==> config.mk <==
export PLATFORM = sky130hd
export DESIGN_NAME = hrol_cell
export DESIGN_NICKNAME = d
export VERILOG_FILES = /design/src/hw/rtl/hrol_pkg.sv /design/src/hw/rtl/hrol_cell.sv
export SDC_FILE = /design/constraint.sdc
export NUM_CORES = 1
export LEC_CHECK = 0
export ABC_AREA = 1
export CORE_AREA = 2 2 117 119
export CTS_CLUSTER_DIAMETER = 150
export DETAILED_ROUTE_END_ITERATION = 10
export DIE_AREA = 0 0 119 121
export DONT_BUFFER_PORTS = 1
export PLACE_DENSITY = 0.66
export SETUP_SLACK_MARGIN = 0.2
export SYNTH_ARGS = -nofsm -noshare
export SYNTH_HDL_FRONTEND = slang
export SYNTH_SLANG_ARGS = --single-unit
==> constraint.sdc <==
create_clock -name clk -period 5.3 [get_ports clk]
set_input_delay 0.53 -clock clk [delete_from_list [all_inputs] [get_ports clk]]
set_output_delay 0.53 -clock clk [all_outputs]
set_load 0.02 [all_outputs]
==> src/hw/rtl/hrol_pkg.sv <==
// Shared constants, codes and types of the hash ring owner lookup.
package hrol_pkg;

    localparam int RING_DEPTH = 64;
    localparam int SERVER_IDS = 256;
    localparam int POINT_W    = 64;
    localparam int ID_W       = 8;
    localparam int MODE_W     = 3;
    localparam int STATUS_W   = 3;

    localparam logic [MODE_W-1:0] MODE_INSERT = 3'd0;
    localparam logic [MODE_W-1:0] MODE_REMOVE = 3'd1;
    localparam logic [MODE_W-1:0] MODE_LOOKUP = 3'd2;
    localparam logic [MODE_W-1:0] MODE_NEXT   = 3'd3;
    localparam logic [MODE_W-1:0] MODE_PREV   = 3'd4;

    localparam logic [STATUS_W-1:0] STAT_OK        = 3'd0;
    localparam logic [STATUS_W-1:0] STAT_PRESENT   = 3'd1;
    localparam logic [STATUS_W-1:0] STAT_NOT_FOUND = 3'd2;
    localparam logic [STATUS_W-1:0] STAT_EMPTY     = 3'd3;
    localparam logic [STATUS_W-1:0] STAT_FULL      = 3'd4;

    typedef logic [1:0] cell_op_t;

    localparam cell_op_t CELL_HOLD    = 2'd0;
    localparam cell_op_t CELL_INSERT  = 2'd1;
    localparam cell_op_t CELL_REPLACE = 2'd2;
    localparam cell_op_t CELL_REMOVE  = 2'd3;

    typedef struct packed {
        logic               valid;
        logic [POINT_W-1:0] point;
        logic [ID_W-1:0]    owner;
    } entry_t;

    typedef struct packed {
        logic valid;
        logic ge;
        logic gt;
        logic eq;
        logic match;
    } cell_flags_t;

    typedef struct packed {
        cell_op_t op;
        logic     take_right;
    } cell_ctl_t;

    localparam entry_t HEAD_ENT  = '{valid: 1'b1, point: '0, owner: '0};
    localparam entry_t EMPTY_ENT = '{valid: 1'b0, point: '0, owner: '0};

endpackage

==> src/hw/rtl/hrol_cell.sv <==
// One ring cell: holds an entry, compares it with the key and shifts with its neighbors.
module hrol_cell (
    input  logic                         clk,
    input  logic                         rst_n,
    input  logic                         cmp_en,
    input  logic [hrol_pkg::POINT_W-1:0] key,
    input  logic [hrol_pkg::ID_W-1:0]    id,
    input  hrol_pkg::cell_ctl_t          ctl,
    input  hrol_pkg::entry_t             left_ent,
    input  logic                         left_gt,
    input  hrol_pkg::entry_t             right_ent,
    output hrol_pkg::entry_t             ent,
    output hrol_pkg::cell_flags_t        flg
);

    logic                         valid_reg;
    logic                         valid_next;
    logic [hrol_pkg::POINT_W-1:0] point_reg;
    logic [hrol_pkg::POINT_W-1:0] point_next;
    logic [hrol_pkg::ID_W-1:0]    owner_reg;
    logic [hrol_pkg::ID_W-1:0]    owner_next;
    hrol_pkg::cell_flags_t        flags_reg;
    hrol_pkg::cell_flags_t        flags_next;
    logic                         shift_in;

    always_comb
    begin
        flags_next       = flags_reg;
        flags_next.valid = valid_reg;
        if (cmp_en)
        begin
            flags_next.ge    = valid_reg && (point_reg >= key);
            flags_next.eq    = valid_reg && (point_reg == key);
            flags_next.gt    = valid_reg && (point_reg > key);
            flags_next.match = valid_reg && (owner_reg == id);
        end
    end

    assign shift_in = flags_reg.gt || (!valid_reg && left_ent.valid);

    always_comb
    begin
        valid_next = valid_reg;
        point_next = point_reg;
        owner_next = owner_reg;
        case (ctl.op)
            hrol_pkg::CELL_INSERT:
            begin
                if (shift_in)
                begin
                    valid_next = 1'b1;
                    if (left_gt)
                    begin
                        point_next = left_ent.point;
                        owner_next = left_ent.owner;
                    end
                    else
                    begin
                        point_next = key;
                        owner_next = id;
                    end
                end
            end
            hrol_pkg::CELL_REPLACE:
            begin
                if (flags_reg.eq)
                begin
                    owner_next = id;
                end
            end
            hrol_pkg::CELL_REMOVE:
            begin
                if (ctl.take_right)
                begin
                    valid_next = right_ent.valid;
                    point_next = right_ent.point;
                    owner_next = right_ent.owner;
                end
            end
            default:
            begin
                valid_next = valid_reg;
            end
        endcase
    end

    always_ff @(posedge clk or negedge rst_n)
    begin
        if (!rst_n)
        begin
            valid_reg <= 1'b0;
            flags_reg <= '0;
        end
        else
        begin
            valid_reg <= valid_next;
            flags_reg <= flags_next;
        end
    end

    always_ff @(posedge clk)
    begin
        point_reg <= point_next;
        owner_reg <= owner_next;
    end

    assign ent.valid = valid_reg;
    assign ent.point = point_reg;
    assign ent.owner = owner_reg;
    assign flg       = flags_reg;

endmodule

# Word-level counts from Yosys, hierarchy flattened
# Cells that the tools add are included.
[op_classes]
n_eq_ne = 8
n_reduce_logical = 11
mul = 0
n_lt_le_gt_ge = 2
div = 0
muxes = 12
bitwise_logic = 0
n_addsub = 0
shifts = 0
[op_table]
columns = ["op", "n"]
rows = [
  ["$mux 64", 3],
  ["$pmux 64 s2", 1],
  ["$eq 64x64->1", 1],
  ["$ge 64x64->1", 1],
  ["$gt 64x64->1", 1],
  ["$mux 8", 4],
  ["$pmux 8 s3", 1],
  ["$eq 8x8->1", 1],
  ["$ne 2x2->1 const B", 3],
  ["$logic_and 1x1->1", 5],
  ["$eq 2x2->1 const B", 2],
  ["$reduce_and 4->1", 1],
  ["$reduce_and 3->1", 1],
  ["$reduce_bool 3->1", 1],
  ["$eq 2x1->1 const B", 1],
  ["$mux 1", 2],
  ["$pmux 1 s2", 1],
  ["$reduce_bool 2->1", 1],
  ["$logic_not 1->1", 1],
  ["$logic_or 1x1->1", 1],
]
[word_totals]
ramBits = 0
wordCells = 41
latchBits = 0
mem_count = 0
register_bits = 78
output_inout_bits = 78
inputBits = 225
mem_bits_ro = 0

# Logic depth before layout (Yosys ltp)
# Gate-level depths: netlist of the first run.
[logic_depth]
word_depth = 5
mapped_depth = 15
ltp_nobuf = 15

# Worst setup path before layout of the first run
# OpenSTA, ideal clock, no wires.
[synth_path]
kind = "input -> register"
start = "in ctl[1] (netlist name)"
end = "reg point_reg[0] (netlist name), enable pin"
stages = 6
setup_ns = 0.488
setup_slack_ns = 1.179
n_path_buf = 1
t_arrival_ns = 3.633
required_time_ns = 4.812
cell_sequence = "buf_2 inv_2 nor2_1 nand2_1 o21ai_1 nor2_1"
[synth_via]
elab_chain_len = 3
word_cells_on_any_way = 6
classes_between = "eq/ne (4); reduce/logical (2)"
[synth_rtl]
columns = ["item", "line_no", "text"]
rows = [
  ["start, declared", "hrol_cell.sv:8", "input hrol_pkg::cell_ctl_t ctl,"],
  ["$eq 2x1->1 or $eq 2x2->1 (tied branches)", "hrol_cell.sv:46", "case (ctl.op)"],
  ["$ne 2x2->1 (no line) or $reduce_bool 2->1 (tied branches)", "n/a", ""],
  ["$reduce_and 3->1 (no line) (*)", "n/a", ""],
  ["end signal, assigned", "hrol_cell.sv:103", "point_reg <= point_next;"],
  ["end, declared", "hrol_cell.sv:18", "logic [hrol_pkg::POINT_W-1:0] point_reg;"],
]
# Every way passes the cells marked *; elsewhere a longest branch is shown, timed or not.
# A chain may end at the register's enable or synchronous reset.

# Worst setup path in the final report of the first run
[layout_path]
start = "in ctl[1] (netlist name)"
end = "reg point_reg[63] (netlist name), enable pin"
# The elaborated chain is that of the path after synthesis.

==> flow_summary.html, run 1 <==
<table>
<tr><th>Metric</th><th>Value</th></tr>
<tr><th colspan="2">Setup path</th></tr>
<tr><td>Sort of element at the start of the critical path</td><td>input port</td></tr>
<tr><td>Maximum net fanout on the critical path</td><td>66</td></tr>
<tr><td>WP data arrival</td><td>2560 ps</td></tr>
<tr><td>Critical Path End Type</td><td>flip-flop</td></tr>
<tr><td>Delay contributed by the slowest stage of the critical path</td><td>750 ps</td></tr>
<tr><td>CP bufs+invs</td><td>1</td></tr>
<tr><td>Cell type group with the largest total delay on the critical path</td><td>simple AND/OR/NAND/NOR gates</td></tr>
<tr><td>CP Class</td><td>input port to flip-flop</td></tr>
<tr><td>Worst path required time</td><td>roughly 5300 ps</td></tr>
<tr><td>Ordered cell list for the critical path</td><td>nand2_4 -&gt; o21ai_1 -&gt; nor2_4 -&gt; buf_4</td></tr>
<tr><td>Standard cell with the maximum stage delay on the critical path</td><td>sky130_fd_sc_hd__nor2_4</td></tr>
<tr><th colspan="2">Clock tree</th></tr>
<tr><td>Clk_lat worst skew</td><td>between 300 and 400 ps</td></tr>
<tr><td>Cell chosen for the clock root</td><td>sky130_fd_sc_hd__clkbuf_16</td></tr>
<tr><td>Total CTS buffers</td><td>9</td></tr>
<tr><td>Number of clock sinks</td><td>78</td></tr>
<tr><td>Deepest level of the CTS H-tree</td><td>3</td></tr>
<tr><td>Count of buffers added by post-CTS timing repair for setup</td><td>0</td></tr>
<tr><td>Largest buffer count on any clock path</td><td>2</td></tr>
<tr><td>Post_cts resized</td><td>0</td></tr>
<tr><td>Clock tree from TritonCTS</td><td>yes</td></tr>
<tr><td>Clock-pin slew reported for the worst setup and hold paths after clock tree synthesis</td><td>roughly 50 ps</td></tr>
<tr><td>Cts-stage hold buffer count</td><td>1</td></tr>
<tr><th colspan="2">Cells and area</th></tr>
<tr><td>Final cell utilization of the core</td><td>0.470</td></tr>
<tr><td>Post-layout net count</td><td>about 1000</td></tr>
<tr><td>Post-route non-filler standard cell count</td><td>900</td></tr>
<tr><td>Area of the multi-input gates</td><td>2980 um2</td></tr>
<tr><td>Area Growth Syn to Fin</td><td>6.41%</td></tr>
<tr><td>Number of flip-flops in the largest register</td><td>64</td></tr>
<tr><td>Share of layout cells above drive strength 1</td><td>0.0414</td></tr>
<tr><td>Fill count</td><td>1262</td></tr>
<tr><td>Highest-count cells in the layout ignoring fill and taps</td><td>212 x sky130_fd_sc_hd__nand2_1, 91 x sky130_fd_sc_hd__inv_1, 83 x sky130_fd_sc_hd__nor2_1</td></tr>
<tr><td>Leading cell type in the layout, fill and taps excluded</td><td>sky130_fd_sc_hd__nand2_1</td></tr>
<tr><td>Diodes inserted</td><td>0</td></tr>
<tr><td>Register cell area after layout</td><td>between 2000 and 2500 um2</td></tr>
<tr><th colspan="2">Floorplanning</th></tr>
<tr><td>Number of rows in the core area</td><td>42</td></tr>
<tr><td>Die outline width</td><td>approximately 120 um</td></tr>
<tr><td>Io pins</td><td>around 300</td></tr>
<tr><td>Die Span Y</td><td>about 120 um</td></tr>
<tr><td>Effective utilization at floorplan</td><td>0.442</td></tr>
<tr><td>Area inside the core boundary</td><td>13100 um2</td></tr>
<tr><td>Total die area</td><td>roughly 14000 um2</td></tr>
<tr><th colspan="2">Timing</th></tr>
<tr><td>Worst max-slew margin expressed relative to the limit</td><td>0.374</td></tr>
<tr><td>Max Clock Skew</td><td>about 5.7 ps</td></tr>
<tr><td>Final count of hold timing violations</td><td>0</td></tr>
<tr><td>Minimum clock period</td><td>between 2000 and 3000 ps</td></tr>
<tr><td>Ratio of final minimum period to clock period</td><td>0.487</td></tr>
<tr><td>Unrepaired setup endpoints after global routing</td><td>no</td></tr>
<tr><td>Max-slew violations</td><td>0</td></tr>
<tr><td>Final count of negative-setup-slack endpoints</td><td>0</td></tr>
<tr><td>Total negative slack for setup checks</td><td>0 ps</td></tr>
<tr><td>FMAX</td><td>388 MHz</td></tr>
<tr><td>Transition at the pin with the smallest max-transition slack</td><td>about 940 ps</td></tr>
<tr><td>Tightest hold margin</td><td>around 350 ps</td></tr>
<tr><th colspan="2">Placed design</th></tr>
<tr><td>Detailed placement HPWL</td><td>approximately 12000 um</td></tr>
<tr><td>GPL Wtd Cong</td><td>0.850</td></tr>
<tr><td>Number of instances in the placed design</td><td>884</td></tr>
<tr><td>Buffers on Ports</td><td>0</td></tr>
<tr><th colspan="2">Power</th></tr>
<tr><td>Share of power burned in combinational logic</td><td>0.172</td></tr>
<tr><td>Internal power</td><td>roughly 0.0012 W</td></tr>
<tr><td>Leakage dissipation</td><td>2.87 nW</td></tr>
<tr><td>Power density over cell area</td><td>roughly 280 nW/um2</td></tr>
<tr><td>Proportion of total power due to net switching</td><td>0.307</td></tr>
<tr><td>Switching power summed over all nets</td><td>between 0.0005 and 0.0006 W</td></tr>
<tr><td>Worst voltage drop across the vdd grid</td><td>0.141 mV</td></tr>
<tr><td>Relative contribution of sequential cells to total power</td><td>0.506</td></tr>
<tr><td>Clock share of power</td><td>0.322</td></tr>
<tr><th colspan="2">Yosys</th></tr>
<tr><td>FF+latch count, synth</td><td>a little under 80</td></tr>
<tr><td>Post-synth ARST share</td><td>0.0769</td></tr>
<tr><td>Count of warnings emitted by yosys</td><td>0</td></tr>
<tr><td>Combined area of all synthesized cells</td><td>roughly 5800 um2</td></tr>
<tr><td>Mean cell area of the mapped netlist</td><td>7.83 um2</td></tr>
<tr><td>Dominant synthesized flop cell</td><td>sky130_fd_sc_hd__edfxtp_1</td></tr>
<tr><td>Number of synthesized flops with an enable pin</td><td>72</td></tr>
<tr><td>Synthesized netlist cell count</td><td>between 700 and 800</td></tr>
<tr><td>Fraction of the yosys area taken by sequential cells</td><td>0.400</td></tr>
<tr><td>Synthesized net count</td><td>~1000</td></tr>
<tr><td>Number of different library cells in the post-synthesis netlist</td><td>33</td></tr>
<tr><th colspan="2">Global route</th></tr>
<tr><td>Pin count of the biggest net entering global routing</td><td>between 80 and 90</td></tr>
<tr><td>Global route total overflow</td><td>0</td></tr>
<tr><td>Wire length of the first global-routing pass</td><td>about 24000 um</td></tr>
<tr><td>Number of global-route vias before repair</td><td>4953</td></tr>
<tr><td>Total GRT Usage</td><td>0.212</td></tr>
<tr><td>Antenna violations before repair</td><td>0</td></tr>
<tr><th colspan="2">Routing</th></tr>
<tr><td>Wire length after detailed routing</td><td>15400 um</td></tr>
<tr><td>TritonRoute pass-1 iters</td><td>4</td></tr>
<tr><td>Antenna-violating nets left</td><td>0</td></tr>
<tr><td>Vias per Instance</td><td>approximately 5.5</td></tr>
<tr><td>DRT iter0 DRCs</td><td>292</td></tr>
<tr><td>Number of remaining DRC errors</td><td>0</td></tr>
<tr><td>Routed vias</td><td>roughly 5000</td></tr>
<tr><td>Post-DR wirelength/cell</td><td>approximately 17 um</td></tr>
<tr><th colspan="2">Hold path</th></tr>
<tr><td>Path class of the lowest-slack min-delay path</td><td>input port to flip-flop</td></tr>
<tr><th colspan="2">Flow run</th></tr>
<tr><td># Max-Cap Violations</td><td>0</td></tr>
<tr><th colspan="2">Outcome</th></tr>
<tr><td>Run status</td><td>completed</td></tr>
</table>
-- final cells by class --
class | instances | area share
Multi-Input combinational cell | 532 | 0.485
Sequential cell | 78 | 0.376
Inverter | 95 | 0.0580
Clock buffer | 12 | 0.0384
Tap cell | 176 | 0.0358
Timing Repair Buffer | 4 | 0.00529
Clock inverter | 3 | 0.00203
-- cell usage after synthesis (4+ instances only) --
| master | instances | area share |
|---|---|---|
| sky130_fd_sc_hd__nor2_1 | 84 | 0.055 |
| sky130_fd_sc_hd__edfxtp_1 | 72 | 0.37 |
| sky130_fd_sc_hd__a21oi_1 | 34 | 0.029 |
| sky130_fd_sc_hd__clkbuf_1 | 16 | 0.010 |
| sky130_fd_sc_hd__a31oi_1 | 64 | 0.069 |
| sky130_fd_sc_hd__nand3_1 | 18 | 0.016 |
| sky130_fd_sc_hd__ha_1 | 64 | 0.14 |
| sky130_fd_sc_hd__buf_2 | 15 | 0.013 |
| sky130_fd_sc_hd__o21ai_0 | 13 | 0.011 |
| sky130_fd_sc_hd__nand2_1 | 213 | 0.14 |
| sky130_fd_sc_hd__nand4_1 | 6 | 0.0065 |
| sky130_fd_sc_hd__inv_1 | 91 | 0.059 |
| sky130_fd_sc_hd__dfrtp_1 | 6 | 0.026 |
| sky130_fd_sc_hd__a21o_1 | 4 | 0.0052 |
| sky130_fd_sc_hd__o211ai_1 | 9 | 0.012 |
-- path summary, 6_finish.rpt --
| check | startpoint | to | slack (ps) | depth (start not counted) |
|---|---|---|---|---|
| max | ctl[1] | point_reg[63] | 2720 | 4 |
| min | right_ent[72] | valid_reg | 350 | 2 |
| max reg2reg | valid_reg | point_reg[63] | 2720 | 6 |
| min reg2reg | valid_reg | flg[4] | 560 | 0 |
| max in group asynchronous | rst_n | flg[1] | 4570 | 1 |
| min in group asynchronous | rst_n | flg[2] | 500 | 1 |
-- power groups by stage --
stage / Clock [W] / Combinational [W] / Sequential [W]
5_1_grt: 0.000588 / 0.000340 / 0.000865
4_1_cts: 0.000562 / 0.000294 / 0.000859
6_report: 0.000547 / 0.000291 / 0.000858
3_5_place_dp: 0 / 0.000290 / 0.000872
2_1_floorplan: 0 / 0.000243 / 0.000854
3_3_place_gp: 0 / 0.000278 / 0.000870
-- metal layers --
metal,GRT usage,vias up,share of wire
met5,0,-,0
met4,0.104,0,0.029
li1,-,2450,-
met1,0.235,2215,0.38
met3,0.0695,29,0.096
met2,0.367,236,0.50
-- metrics by stage --
| step | total power (W) | setup slack [ps] | instance area (um2) |
|---|---|---|---|
| finish | 0.00170 | 2720 | 6150 |
| global route | 0.00179 | 2530 | 6150 |
| CTS | 0.00172 | 2690 | 6150 |
| detailed placement | 0.00116 | 2350 | 5890 |
| global placement | 0.00115 | 2440 | 5890 |
| floorplan | 0.00110 | 1180 | 5780 |
-- kinds of logic after synthesis --
family                     synth area share
AOI/OAI and AO/OA                     0.137
buffers and inverters                0.0870
xor gates and xnor gates            0.00455
adders and majority gates             0.139
DFF                                   0.400
and+or+nand+nor                       0.233
Power figures use the tool's default switching activity.
==> run 2: changes to the inputs <==
clock period = 2.65 ns   (was 5.3 ns; I/O delays follow)
==> run 2 against run 1 <==
Effect of this change: worst setup slack worse by 2000 ps; die area did not move; cell count up 0.22%; routed wire length rose by 2.0%; register-to-register slack got worse by 2000 ps; global-route usage up 0.22 points; clock skew is 4.0 ps higher; critical path type is now flip-flop to flip-flop; critical endpoint is now flg[2].
==> flow_summary.html, run 2 (synthesis results as in run 1) <==
<table>
<tr><th>Metric</th><th>Value</th></tr>
<tr><th colspan="2">Setup path</th></tr>
<tr><td>CP Class</td><td>flip-flop to flip-flop (was input port to flip-flop)</td></tr>
<tr><td>WP data arrival</td><td>2210 ps (was 2560 ps)</td></tr>
<tr><td>Depth of the most critical reg-to-reg path</td><td>11 (was 6)</td></tr>
<tr><td>Reg-to-reg critical path startpoint</td><td>point_reg[27] (was valid_reg)</td></tr>
<tr><td>Endpoint of the lowest-slack register-to-register path</td><td>flg[2] (was point_reg[63])</td></tr>
<tr><td>Register-to-register setup slack</td><td>720 ps (was 2720 ps)</td></tr>
<tr><td>Sort of element at the start of the critical path</td><td>flip-flop (was input port)</td></tr>
<tr><td>Worst path required time</td><td>2930 ps (was 5280 ps)</td></tr>
<tr><td>Critical Path End Type</td><td>flip-flop (unchanged)</td></tr>
<tr><td>Maximum net fanout on the critical path</td><td>3 (was 66)</td></tr>
<tr><th colspan="2">Timing</th></tr>
<tr><td>Tightest hold margin</td><td>112 ps (was 349 ps)</td></tr>
<tr><td>Transition at the pin with the smallest max-transition slack</td><td>650 ps (was 937 ps)</td></tr>
<tr><td>Ratio of final minimum period to clock period</td><td>0.729</td></tr>
<tr><td>FMAX</td><td>approximately 520 MHz</td></tr>
<tr><td>Final worst-path setup slack</td><td>718 ps (was 2720 ps)</td></tr>
<tr><td>Minimum clock period</td><td>around 1900 ps</td></tr>
<tr><td>Max Clock Skew</td><td>9.72 ps (was 5.68 ps)</td></tr>
<tr><td>Total negative slack for setup checks</td><td>0 ps (unchanged)</td></tr>
<tr><td>Final count of negative-setup-slack endpoints</td><td>0 (unchanged)</td></tr>
<tr><td>Final count of hold timing violations</td><td>0 (unchanged)</td></tr>
<tr><td>Worst max-slew margin expressed relative to the limit</td><td>0.565 (was 0.374)</td></tr>
<tr><td>Unrepaired setup endpoints after global routing</td><td>no (unchanged)</td></tr>
<tr><td>Max-slew violations</td><td>0 (unchanged)</td></tr>
<tr><th colspan="2">Routing</th></tr>
<tr><td>Routed vias</td><td>5004 (was 4930)</td></tr>
<tr><td>Number of remaining DRC errors</td><td>0 (unchanged)</td></tr>
<tr><td>Antenna-violating nets left</td><td>0 (unchanged)</td></tr>
<tr><td>TritonRoute pass-1 iters</td><td>5 (was 4)</td></tr>
<tr><td>DRT iter0 DRCs</td><td>277 (was 292)</td></tr>
<tr><td>Vias per Instance</td><td>5.55 (was 5.48)</td></tr>
<tr><td>Post-DR wirelength/cell</td><td>17.4 um (was 17.1 um)</td></tr>
<tr><td>Wire length after detailed routing</td><td>15700 um (was 15400 um)</td></tr>
<tr><th colspan="2">Placed design</th></tr>
<tr><td>Detailed placement HPWL</td><td>12500 um (was 11900 um)</td></tr>
<tr><td>GPL Wtd Cong</td><td>0.872 (was 0.850)</td></tr>
<tr><td>Number of instances in the placed design</td><td>887 (was 884)</td></tr>
<tr><td>Worst slack, placed</td><td>732 ps (was 2350 ps)</td></tr>
<tr><td>Placed instance area</td><td>5950 um2 (was 5890 um2)</td></tr>
<tr><td>Buffers on Ports</td><td>0 (unchanged)</td></tr>
<tr><th colspan="2">Clock tree</th></tr>
<tr><td>Post_cts resized</td><td>0 (unchanged)</td></tr>
<tr><td>Count of buffers added by post-CTS timing repair for setup</td><td>0 (unchanged)</td></tr>
<tr><td>Clk_lat worst skew</td><td>340 ps (about the same)</td></tr>
<tr><td>Cell chosen for the clock root</td><td>sky130_fd_sc_hd__clkbuf_16 (unchanged)</td></tr>
<tr><td>Number of clock sinks</td><td>78 (unchanged)</td></tr>
<tr><td>Total CTS buffers</td><td>9 (unchanged)</td></tr>
<tr><td>Deepest level of the CTS H-tree</td><td>3 (unchanged)</td></tr>
<tr><td>Clock-pin slew reported for the worst setup and hold paths after clock tree synthesis</td><td>60 ps (was 50 ps)</td></tr>
<tr><td>Largest buffer count on any clock path</td><td>2 (unchanged)</td></tr>
<tr><td>Clock tree from TritonCTS</td><td>yes (unchanged)</td></tr>
<tr><th colspan="2">Cells and area</th></tr>
<tr><td>Diodes inserted</td><td>0 (unchanged)</td></tr>
<tr><td>Area Growth Syn to Fin</td><td>7.40% (was 6.41%)</td></tr>
<tr><td>Highest-count cells in the layout ignoring fill and taps</td><td>212 x sky130_fd_sc_hd__nand2_1, 91 x sky130_fd_sc_hd__inv_1, 83 x sky130_fd_sc_hd__nor2_1 (unchanged)</td></tr>
<tr><td>Share of layout cells above drive strength 1</td><td>0.0468 (was 0.0414)</td></tr>
<tr><td>Number of flip-flops in the largest register</td><td>64 (unchanged)</td></tr>
<tr><td>Final non-filler cell area</td><td>6210 um2 (was 6150 um2)</td></tr>
<tr><td>Post-layout net count</td><td>1012 (was 1009)</td></tr>
<tr><td>Post-route non-filler standard cell count</td><td>902 (was 900)</td></tr>
<tr><td>Leading cell type in the layout, fill and taps excluded</td><td>sky130_fd_sc_hd__nand2_1 (unchanged)</td></tr>
<tr><th colspan="2">Global route</th></tr>
<tr><td>Number of global-route vias before repair</td><td>5015 (was 4953)</td></tr>
<tr><td>Antenna violations before repair</td><td>0 (unchanged)</td></tr>
<tr><td>Wire length of the first global-routing pass</td><td>24400 um (was 24100 um)</td></tr>
<tr><td>Total GRT Usage</td><td>0.215 (was 0.212)</td></tr>
<tr><td>Pin count of the biggest net entering global routing</td><td>66 (was 81)</td></tr>
<tr><td>Global route total overflow</td><td>0 (unchanged)</td></tr>
<tr><th colspan="2">Hold path</th></tr>
<tr><td>Terminating pin of the worst hold path</td><td>valid_reg (unchanged)</td></tr>
<tr><td>Path class of the lowest-slack min-delay path</td><td>input port to flip-flop (unchanged)</td></tr>
<tr><td>Hold Path Stages</td><td>2 (unchanged)</td></tr>
<tr><td>Hold Crit Start</td><td>right_ent[72] (unchanged)</td></tr>
<tr><th colspan="2">Power</th></tr>
<tr><td>Leakage dissipation</td><td>2.90 nW (was 2.87 nW)</td></tr>
<tr><td>Worst voltage drop across the vdd grid</td><td>0.352 mV (was 0.141 mV)</td></tr>
<tr><td>Power density over cell area</td><td>549 nW/um2 (was 276 nW/um2)</td></tr>
<tr><th colspan="2">Flow run</th></tr>
<tr><td># Max-Cap Violations</td><td>0 (unchanged)</td></tr>
<tr><th colspan="2">Floorplanning</th></tr>
<tr><td>Die Span Y</td><td>121 um (unchanged)</td></tr>
<tr><td>Io pins</td><td>303 (unchanged)</td></tr>
<tr><td>Number of rows in the core area</td><td>42 (unchanged)</td></tr>
<tr><td>Area inside the core boundary</td><td>13100 um2 (unchanged)</td></tr>
<tr><td>Effective utilization at floorplan</td><td>0.442 (unchanged)</td></tr>
<tr><td>Die outline width</td><td>119 um (unchanged)</td></tr>
<tr><td>Total die area</td><td>14400 um2 (unchanged)</td></tr>
<tr><th colspan="2">Outcome</th></tr>
<tr><td>Run status</td><td>completed (unchanged)</td></tr>
</table>
==> run 2: layout make-up <==
type | instances | area (um2)
clock buffer | 11 | 233
tap | 176 | 220
timing repair buffer | 7 | 92.6
clock inverter | 3 | 13.8
fill | 1281 | 6880
sequential | 78 | 2310
multi-input combinational | 532 | 2980
inverter | 95 | 357
==> run 2: per-layer routing <==
| metal | vias to the layer above | global-route usage | routed length, um | part of all wire |
|---|---|---|---|---|
| met5 | - | 0 | 0 | 0 |
| met1 | 2290 | 0.246 | 6170 | 0.39 |
| met2 | 238 | 0.386 | 7900 | 0.50 |
| met4 | 0 | 0.0766 | 223 | 0.014 |
| met3 | 21 | 0.0559 | 1450 | 0.092 |
| li1 | 2455 | - | - | - |
==> run 2: power breakdown <==
part	internal [W]	switching (W)	leakage [nW]	total [W]
clock	0.000618	0.000477	0.123	0.00109
combinational	0.000239	0.000359	2.01	0.000598
sequential	0.00150	0.000220	0.766	0.00172
total	0.00236	0.00106	2.90	0.00341
==> run 2: worst max-delay path by stage <==
stage | slack [ps] | from | to
2_1_floorplan | 560 | ctl[1] | point_reg[0]
5_1_grt | 560 | point_reg[27] | flg[2]
3_3_place_gp | 750 | point_reg[47] | flg[2]
3_5_place_dp | 730 | point_reg[31] | flg[2]
6_report | 720 | point_reg[27] | flg[2]
4_1_cts | 710 | point_reg[27] | flg[2]
==> run 2: timing repair <==
action | CTS | global route
hold endpoints to repair | 6 | 0
setup endpoints to repair | 0 | 0
hold buffers | 1 | 0
==> run 2: critical path, cell delays in order, from the launching register on <==
cell	delay [ps]
sky130_fd_sc_hd__edfxtp_1	510
sky130_fd_sc_hd__ha_1	370
sky130_fd_sc_hd__nand2_1	70
sky130_fd_sc_hd__nor2_2	180
sky130_fd_sc_hd__nand4_2	150
sky130_fd_sc_hd__nor2_2	180
sky130_fd_sc_hd__nand2_1	70
sky130_fd_sc_hd__nand3_1	80
sky130_fd_sc_hd__nand2_1	60
sky130_fd_sc_hd__nand2_2	70
sky130_fd_sc_hd__nand3_1	60
sky130_fd_sc_hd__nand2_1	60
==> run 2: metrics by stage <==
stage / power, W / utilization
2_1_floorplan: 0.00219 / -
3_3_place_gp: 0.00232 / 0.455
3_5_place_dp: 0.00234 / 0.455
4_1_cts: 0.00345 / 0.474
5_1_grt: 0.00360 / 0.474
6_report: 0.00341 / 0.474
==> run 3: changes to the inputs <==
PLACE_DENSITY = 0.68   (was 0.66)
clock period = 1.6 ns   (was 2.65 ns; I/O delays follow)
==> run 3 against run 2 <==
Effect of this change: critical path type unchanged; worst setup slack lost 860 ps; non-clock buffer count grew 134; first-iteration DRC count shrank 13%; routed wire length grew 11%; the run now ends with negative setup slack left; hold slack lost 68 ps.
==> flow_summary.html, run 3 (synthesis results as in run 1) <==
<table>
<tr><th>Metric</th><th>Value</th></tr>
<tr><th colspan="2">Timing</th></tr>
<tr><td>FMAX</td><td>574 MHz (was 518 MHz)</td></tr>
<tr><td>Max-slew violations</td><td>0 (unchanged)</td></tr>
<tr><td>Final worst-path setup slack</td><td>-142 ps (was 718 ps)</td></tr>
<tr><td>Minimum clock period</td><td>1740 ps (was 1930 ps)</td></tr>
<tr><td>Final count of negative-setup-slack endpoints</td><td>3 (was 0)</td></tr>
<tr><td>Worst max-slew margin expressed relative to the limit</td><td>0.771 (was 0.565)</td></tr>
<tr><td>Ratio of final minimum period to clock period</td><td>1.09 (was 0.729)</td></tr>
<tr><td>Max Clock Skew</td><td>7.29 ps (was 9.72 ps)</td></tr>
<tr><td>Final count of hold timing violations</td><td>0 (unchanged)</td></tr>
<tr><td>Transition at the pin with the smallest max-transition slack</td><td>343 ps (was 650 ps)</td></tr>
<tr><td>Unrepaired setup endpoints after global routing</td><td>yes (was no)</td></tr>
<tr><th colspan="2">Routing</th></tr>
<tr><td>Routed vias</td><td>5510 (was 5004)</td></tr>
<tr><td>TritonRoute pass-1 iters</td><td>5 (unchanged)</td></tr>
<tr><td>Vias per Instance</td><td>5.31 (was 5.55)</td></tr>
<tr><td>DRT iter0 DRCs</td><td>242 (was 277)</td></tr>
<tr><td>Highest metal layer used by the detailed router</td><td>met4 (unchanged)</td></tr>
<tr><td>Total routed wire length on the met1 layer</td><td>6860 um (was 6170 um)</td></tr>
<tr><td>Number of remaining DRC errors</td><td>0 (unchanged)</td></tr>
<tr><td>Antenna-violating nets left</td><td>0 (unchanged)</td></tr>
<tr><td>Post-DR wirelength/cell</td><td>16.8 um (was 17.4 um)</td></tr>
<tr><td>Wire length on met3</td><td>1310 um (was 1450 um)</td></tr>
<tr><td>Total length of routed met2 wires</td><td>8890 um (was 7900 um)</td></tr>
<tr><td>Wire length after detailed routing</td><td>17500 um (was 15700 um)</td></tr>
<tr><th colspan="2">Setup path</th></tr>
<tr><td>CP Class</td><td>flip-flop to flip-flop (unchanged)</td></tr>
<tr><td>Crit. Startpoint</td><td>point_reg[45] (was point_reg[27])</td></tr>
<tr><td>Reg-to-reg critical path startpoint</td><td>point_reg[45] (was point_reg[27])</td></tr>
<tr><td>Destination of the critical timing path</td><td>flg[2] (unchanged)</td></tr>
<tr><td>Maximum net fanout on the critical path</td><td>3 (unchanged)</td></tr>
<tr><td>Sort of element at the start of the critical path</td><td>flip-flop (unchanged)</td></tr>
<tr><td>Critical Path End Type</td><td>flip-flop (unchanged)</td></tr>
<tr><td>Endpoint of the lowest-slack register-to-register path</td><td>flg[2] (unchanged)</td></tr>
<tr><td>Worst path required time</td><td>1870 ps (was 2930 ps)</td></tr>
<tr><td>Register-to-register setup slack</td><td>-140 ps (was 720 ps)</td></tr>
<tr><td>Depth of the most critical reg-to-reg path</td><td>10 (was 11)</td></tr>
<tr><td>WP data arrival</td><td>2010 ps (was 2210 ps)</td></tr>
<tr><th colspan="2">Cells and area</th></tr>
<tr><td>Number of flip-flops in the largest register</td><td>64 (unchanged)</td></tr>
<tr><td>Final non-filler cell area</td><td>7740 um2 (was 6210 um2)</td></tr>
<tr><td>Diodes inserted</td><td>0 (unchanged)</td></tr>
<tr><td>Post-layout net count</td><td>1146 (was 1012)</td></tr>
<tr><td>Post-route non-filler standard cell count</td><td>1038 (was 902)</td></tr>
<tr><td>Highest-count cells in the layout ignoring fill and taps</td><td>207 x sky130_fd_sc_hd__nand2_1, 114 x sky130_fd_sc_hd__buf_4, 90 x sky130_fd_sc_hd__inv_1 (was 212 x sky130_fd_sc_hd__nand2_1, 91 x sky130_fd_sc_hd__inv_1, 83 x sky130_fd_sc_hd__nor2_1)</td></tr>
<tr><td>Share of layout cells above drive strength 1</td><td>0.230 (was 0.0468)</td></tr>
<tr><td>Area Growth Syn to Fin</td><td>33.8% (was 7.40%)</td></tr>
<tr><td>Leading cell type in the layout, fill and taps excluded</td><td>sky130_fd_sc_hd__nand2_1 (unchanged)</td></tr>
<tr><th colspan="2">Flow run</th></tr>
<tr><td># Max-Cap Violations</td><td>0 (unchanged)</td></tr>
<tr><th colspan="2">Floorplanning</th></tr>
<tr><td>Number of rows in the core area</td><td>42 (unchanged)</td></tr>
<tr><td>Total die area</td><td>14400 um2 (unchanged)</td></tr>
<tr><td>Die Span Y</td><td>121 um (unchanged)</td></tr>
<tr><td>Effective utilization at floorplan</td><td>0.442 (unchanged)</td></tr>
<tr><td>Area inside the core boundary</td><td>13100 um2 (unchanged)</td></tr>
<tr><td>Die outline width</td><td>119 um (unchanged)</td></tr>
<tr><td>Io pins</td><td>303 (unchanged)</td></tr>
<tr><th colspan="2">Placed design</th></tr>
<tr><td>Detailed placement HPWL</td><td>13000 um (was 12500 um)</td></tr>
<tr><td>GPL Wtd Cong</td><td>0.865 (was 0.872)</td></tr>
<tr><td>Placed instance area</td><td>6860 um2 (was 5950 um2)</td></tr>
<tr><td>Buffers on Ports</td><td>0 (unchanged)</td></tr>
<tr><td>Number of instances in the placed design</td><td>996 (was 887)</td></tr>
<tr><th colspan="2">Outcome</th></tr>
<tr><td>Violated checks</td><td>negative setup slack</td></tr>
<tr><td>Run status</td><td>complete, but fails checks (was completed)</td></tr>
<tr><th colspan="2">Clock tree</th></tr>
<tr><td>Clock tree from TritonCTS</td><td>yes (unchanged)</td></tr>
<tr><td>Deepest level of the CTS H-tree</td><td>3 (unchanged)</td></tr>
<tr><td>Clk_lat worst skew</td><td>340 ps (about the same)</td></tr>
<tr><td>Cell chosen for the clock root</td><td>sky130_fd_sc_hd__clkbuf_16 (unchanged)</td></tr>
<tr><td>Largest buffer count on any clock path</td><td>2 (unchanged)</td></tr>
<tr><td>Total CTS buffers</td><td>9 (unchanged)</td></tr>
<tr><td>Clock-pin slew reported for the worst setup and hold paths after clock tree synthesis</td><td>60 ps (about the same)</td></tr>
<tr><td>Number of clock sinks</td><td>78 (unchanged)</td></tr>
<tr><th colspan="2">Global route</th></tr>
<tr><td>Global route total overflow</td><td>0 (unchanged)</td></tr>
<tr><td>Antenna violations before repair</td><td>0 (unchanged)</td></tr>
<tr><td>Wire length of the first global-routing pass</td><td>26300 um (was 24400 um)</td></tr>
<tr><td>Number of global-route vias before repair</td><td>5530 (was 5015)</td></tr>
<tr><td>Pin count of the biggest net entering global routing</td><td>70 (was 66)</td></tr>
<tr><td>Total GRT Usage</td><td>0.231 (was 0.215)</td></tr>
<tr><th colspan="2">Hold path</th></tr>
<tr><td>Hold Path Stages</td><td>3 (was 2)</td></tr>
<tr><td>Path class of the lowest-slack min-delay path</td><td>input port to flip-flop (unchanged)</td></tr>
<tr><th colspan="2">Power</th></tr>
<tr><td>Leakage dissipation</td><td>3.67 nW (was 2.90 nW)</td></tr>
<tr><td>Power density over cell area</td><td>840 nW/um2 (was 549 nW/um2)</td></tr>
<tr><td>Worst voltage drop across the vdd grid</td><td>0.520 mV (was 0.352 mV)</td></tr>
</table>
[run 3: worst min path at each step]
stage,end,slack (ps),start
after global routing,flg[1],50,cmp_en
after floorplan,flg[0],-140,rst_n
after detailed placement,flg[0],-140,rst_n
after global placement,flg[0],-140,rst_n
final,flg[1],40,cmp_en
after CTS,flg[1],40,cmp_en
[run 3: what timing repair did]
| item | 4_1_cts | 5_1_grt |
|---|---|---|
| resized for setup | 10 | 28 |
| hold endpoints to repair | 7 | 0 |
| hold buffers | 2 | 0 |
| setup buffers | 6 | 9 |
| pin swaps | 3 | 19 |
| endpoints found under the setup margin | 68 | 76 |
| cloned | 5 | 4 |
[run 3: final cells by class]
| class | count | area [um2] |
|---|---|---|
| clock buffer | 11 | 233 |
| clock inverter | 5 | 50.0 |
| fill | 1158 | 5350 |
| inverter | 95 | 357 |
| multi-input combinational | 532 | 3200 |
| sequential | 78 | 2310 |
| tap | 176 | 220 |
| timing repair buffer | 141 | 1360 |
[run 3: metal layers]
metal / global-route usage / up-vias
met3: 0.0587 / 28
met2: 0.414 / 254
met4: 0.0960 / 0
li1: - / 2737
met1: 0.262 / 2491
met5: 0 / -
[run 3: critical path, stage by stage (launching register included)]
cell	delay [ps]
sky130_fd_sc_hd__edfxtp_1	450
sky130_fd_sc_hd__ha_4	300
sky130_fd_sc_hd__nand2_2	50
sky130_fd_sc_hd__nor2_2	120
sky130_fd_sc_hd__and2b_1	160
sky130_fd_sc_hd__nand3_2	120
sky130_fd_sc_hd__nor3_4	190
sky130_fd_sc_hd__nand2_1	90
sky130_fd_sc_hd__nand2_2	70
sky130_fd_sc_hd__nand3_1	60
sky130_fd_sc_hd__nand2_1	60
[run 3: power by group]
group	internal, W	switching (W)
combinational	0.000890	0.000964
clock	0.00120	0.000811
sequential	0.00247	0.000159
[run 3: per-stage QoR]
step	power [W]	hold WS [ps]	utilization	TNS (ps)	worst slack, ps
final	0.00650	44.1	0.591	-350	-142
after global routing	0.00684	53.8	0.591	-759	-272
after CTS	0.00641	36.4	0.565	-388	-150
after detailed placement	0.00423	-135	0.524	-355	-143
after global placement	0.00418	-135	0.524	-305	-128
after floorplan	0.00365	-136	-	-27760	-427
